**src/design/bbvp_ram.sv**
```systemverilog
module bbvp_ram #(
	parameter int WIDTH = 32,
	parameter int DEPTH = 64
) (
	input  logic                                        clk,
	input  logic                                        we,
	input  logic [((DEPTH > 1) ? $clog2(DEPTH) : 1)-1:0] waddr,
	input  logic [WIDTH-1:0]                            wdata,
	input  logic [((DEPTH > 1) ? $clog2(DEPTH) : 1)-1:0] raddr,
	output logic [WIDTH-1:0]                            rdata
);

	logic [WIDTH-1:0] mem_q [DEPTH];

	always_ff @(posedge clk) begin
		if (we) begin
			mem_q[waddr] <= wdata;
		end
		rdata <= mem_q[raddr];
	end

endmodule

```
**config.mk**
```make
export PLATFORM = sky130hd
export DESIGN_NAME = bbvp_ram
export DESIGN_NICKNAME = d
export VERILOG_FILES = /design/src/design/bbvp_ram.sv
export SDC_FILE = /design/constraint.sdc
export NUM_CORES = 2
export LEC_CHECK = 0
export BUFFER_PORTS_ARGS = -buffer_cell sky130_fd_sc_hd__clkbuf_2
export CORE_UTILIZATION = 63
export DETAILED_ROUTE_END_ITERATION = 7
export HOLD_SLACK_MARGIN = 0.03
export PLACE_DENSITY = 0.89
export SLEW_MARGIN = 25
export SYNTH_ARGS = -nofsm -noshare
export SYNTH_HDL_FRONTEND = slang
export SYNTH_SLANG_ARGS = --single-unit
```
**constraint.sdc**
```tcl
create_clock -name clk -period 4.24 [get_ports clk]
set_clock_uncertainty 0.2 [all_clocks]
set_input_delay 0.212 -clock clk [delete_from_list [all_inputs] [get_ports clk]]
set_output_delay 0.212 -clock clk [all_outputs]
set_load 0.03 [all_outputs]
```
* Yosys cells after proc, flatten, opt, wreduce, memory -nomap -nowiden
Memory sizes are Yosys's and may differ from the RTL's. A register that Yosys moved wholly into a read port is not among the register bits.
Index checks and enable logic that the tools add are counted.
** Word-level totals
- ROM bits :: 0
- Input port bits :: 46
- RAM bits :: 2048
- Memories :: 1
- Register bits after elaboration :: 0
- Word-level logic and storage cells :: 3
- Latch bits :: 0
- Output and inout port bits :: 32
** Operators by class
- Equality and inequality tests :: 0
- Muxes and demuxes :: 2
- Reduce and logical (&&, ||, !) cells :: 0
- Multiply operators :: 0
- Add/subtract/negate cells :: 0
- Shift operators :: 0
- $lt $le $gt $ge :: 0
- Bitwise gates (word level) :: 0
- Div/mod/pow operators :: 0
** Memories
- mem_q :: depth 64, bits a word 32, rd ports 1, clocked after memory_dff 1, wr ports 1, RTL line 13 : logic [WIDTH-1:0] mem_q [DEPTH];
** Operators by type and width (number)
- two-way mux 1 bit :: 2

* Depth between registers and ports, before layout
- Depth after elaboration :: 2
- Mapped depth :: 10
- Gate-level depth less buffers :: 5

* Least setup slack after synthesis
OpenSTA, ideal clock, no wires.
- Path type :: input port to flip-flop
- From :: input waddr[3] in the netlist's numbering
- To :: memory mem_q[48][0], enable pin
- Library setup time :: 0.461 ns
- Path buffers :: 1
- Setup slack :: 0.668 ns
- Stages :: 4
- Data required time :: 3.579 ns
- Arrival :: 2.911 ns
- Cell sequence :: clkbuf_1 -> nor2b_1 -> nand4b_1 -> nor3_1
** RTL lines
- start: declaration :: RTL line 7 : input logic [((DEPTH > 1) ? $clog2(DEPTH) : 1)-1:0] waddr,
- end: declaration :: RTL line 13
Straight into the memory's write port.

==> flow_summary.toml <==
[run_status]
outcome = "completed"

[critical_path]
worstPathArrival_ps = 3560
crit_type = "in -> reg"
reg2reg_to = "rdata[29]"
crit_required_ps = 4700
endpoint_kind = "register"
r2r_cells = 4
r2r_slack_ps = 1490
crit_fanout = 59
startpoint_type = "input pin"
reg2reg_from = "mem_q[31][29]"

[sta]
finalCritPeriodShare_pct = 73.00
max_slew.worst_pin.slew_ps = 1141
rsz0062_at_grt = "false"
final-max-slew-violation-count = 0
max_freq_mhz = 323.1
finalHoldViolCount = 0
finalSetupViolCount = 0
fin_crit_ps = 3095
slew_headroom_pct = 23.42
setup_tns_ps = 0

[synthesis]
synth_common_cells = "edfxtp_1 (2048), mux4_2 (544), nor2_1 (137), mux2i_1 (93), o22ai_1 (84)"
synth_seq_cells = 2080
synth_top_cell_by_area = "edfxtp_1"
synthTopCellsByArea = "edfxtp_1 (78%), mux4_2 (16%), mux2i_1 (1.2%), dfxtp_1 (0.82%), o22ai_1 (0.67%)"
synth_cell_types = 34
ys_warn_count = 0
synth_area_per_cell_um2 = 23.62
yosys_most_used_dff = "edfxtp_1"
synth-seq-area-share_pct = 79.14
ys_async_sr_fraction_pct = 0
postSynthCellCount = 3324
synth_top_area_share_pct = 78.33
syn_area_um2 = 78520
synth.most_common_cell = "edfxtp_1"
synth_edf_count = 2048
synth_nets = 3370

[pwr]
power.total_w = 0.04343
peakVddDrop_uv = 574.1
leakagePower_nw = 27.98
power.density_nw_per_um2 = 487.8

[grt]
grt_usage_pct = 38.07
grt_max_degree = 74
grt_overflow = 0
antenna_found_initial = 14
first_global_vias = 41880
grt_pass1_wl_um = 325500

[cells_and_area]
final_layout_size_suffix_gt1_share_pct = 30.60
fin_nets = 3670
final_cells = 5430
area_growth_pct = 13.39
regArea_um2 = 62140
fillerInstances = 6270
fin_util_pct = 72.01
multi_input_area_um2 = 16000

[clocking]
cts_resized = 0
postCtsHoldBufs = 29
cts_buffers = 190
root_buffer = "clkbuf_16"
postCtsSetupBuffers = 0
h-tree-depth = 4
cts_buffer_depth = 3
clock_latency_ps = 860
path_clk_slew_ps = 70
cts.sinks = 2080
tritoncts = "done"

[route]
routedWlPerCell_um = 43.68
routed_wirelength_um = 237200
drt_first_pass_iters = 8
drc = 0
ant_nets = 0
drt_iter0_drc = 8108
via_per_inst = 7.653
vias = 41560

[die]
die_x_um = 355.0
dieArea_um2 = 126000
start_util_pct = 63.51
core_um2 = 123600
die_h_um = 355.0
ios = 78
rows = 129

[hold_path]
worst_hold_path.endpoint = "mem_q[51][19]"
worstHoldStart = "waddr[0]"
hp-class = "in -> reg"
hold_depth = 3

[run]
drv_cap = 0

[place]
port-buffer-count = 77
gp_congestion = 0.8695
dp_hpwl_um = 119400
dp.cells = 5031
[flip-flops by register name (all words and copies together) (netlist names)]
signal and flops:
mem_q 2048, rdata 32
[logic make-up (layout without fill, tap and decap cells)]
group,count (synthesis),count (layout),share of synthesized area (%)
DFF,2080,2080,79.14
muxes,637,637,16.79
and+or+nand+nor,223,223,1.265
AOI/OAI and AO/OA,202,202,1.673
buffers and inverters,182,646,1.128
other,0,5,0
[where the power goes]
group,switching (W),internal (W)
Combinational,0.00154,0.000808
Clock,0.00797,0.0102
Sequential,0.000126,0.0228
Total,0.00964,0.0338
[critical path, cell delays in order]
cell and delay [ps]:
buf_8 550, buf_4 450, buf_4 390, mux4_2 550, nor2b_1 120, a21oi_1 60
a311oi_1 930, nor3_1 160
[worst max path at each step]
| stage | startpoint | slack [ps] | to |
|---|---|---|---|
| CTS | raddr[0] | 1060 | rdata[17] |
| global route | raddr[0] | 1090 | rdata[0] |
| finish | raddr[0] | 1150 | rdata[8] |
| floorplan | waddr[3] | 670 | mem_q[48][0] |
| detailed placement | raddr[0] | 290 | rdata[17] |
| global placement | raddr[0] | 420 | rdata[20] |
[placed cells by master (no fill, tap or decap), drive strengths merged, types with 2 or more instances in the layout]
master and instances:
nand2 26, a41o 4, or2 3, nand2b 8
nor2 137, a22oi 12, a21oi 62, edfxtp 2048
and3 4, dfxtp 32, clkinvlp 8, dlygate4sd3 37
mux2i 93, o22ai 84, nand4 2, clkbuf 308
a311oi 8, o221ai 27, buf 187, and2 2
inv 10, nand3b 5, or3b 5, mux4 544
diode 5, nand3 5, nor3 7, or3 3
o32ai 4, bufinv 28, clkinv 68, nor2b 15
[per-layer routing]
layer | wire length, µm | GRT usage (%)
met2 | 114000 | 60.55
met5 | 102 | 0
met1 | 69790 | 46.80
met4 | 19980 | 25.59
met3 | 33350 | 9.513
[metrics by stage]
step	area, µm²	worst slack [ps]	hold slack (ps)
after floorplan	78520	668.2	110.9
after global routing	89020	1090	88.26
after global placement	82140	418.8	454.6
after CTS	88900	1063	41.80
final	89030	1145	109.9
after detailed placement	82170	285.2	453.2
[cell type report]
cell class	count	area share, %
Sequential cell	2080	69.80
Clock inverter	114	1.521
Clock buffer	242	5.709
Antenna cell	5	0.01405
Timing Repair Buffer	290	2.684
Multi-Input combinational cell	1062	17.97
Tap cell	1637	2.301
Power figures use the tool's default switching activity.
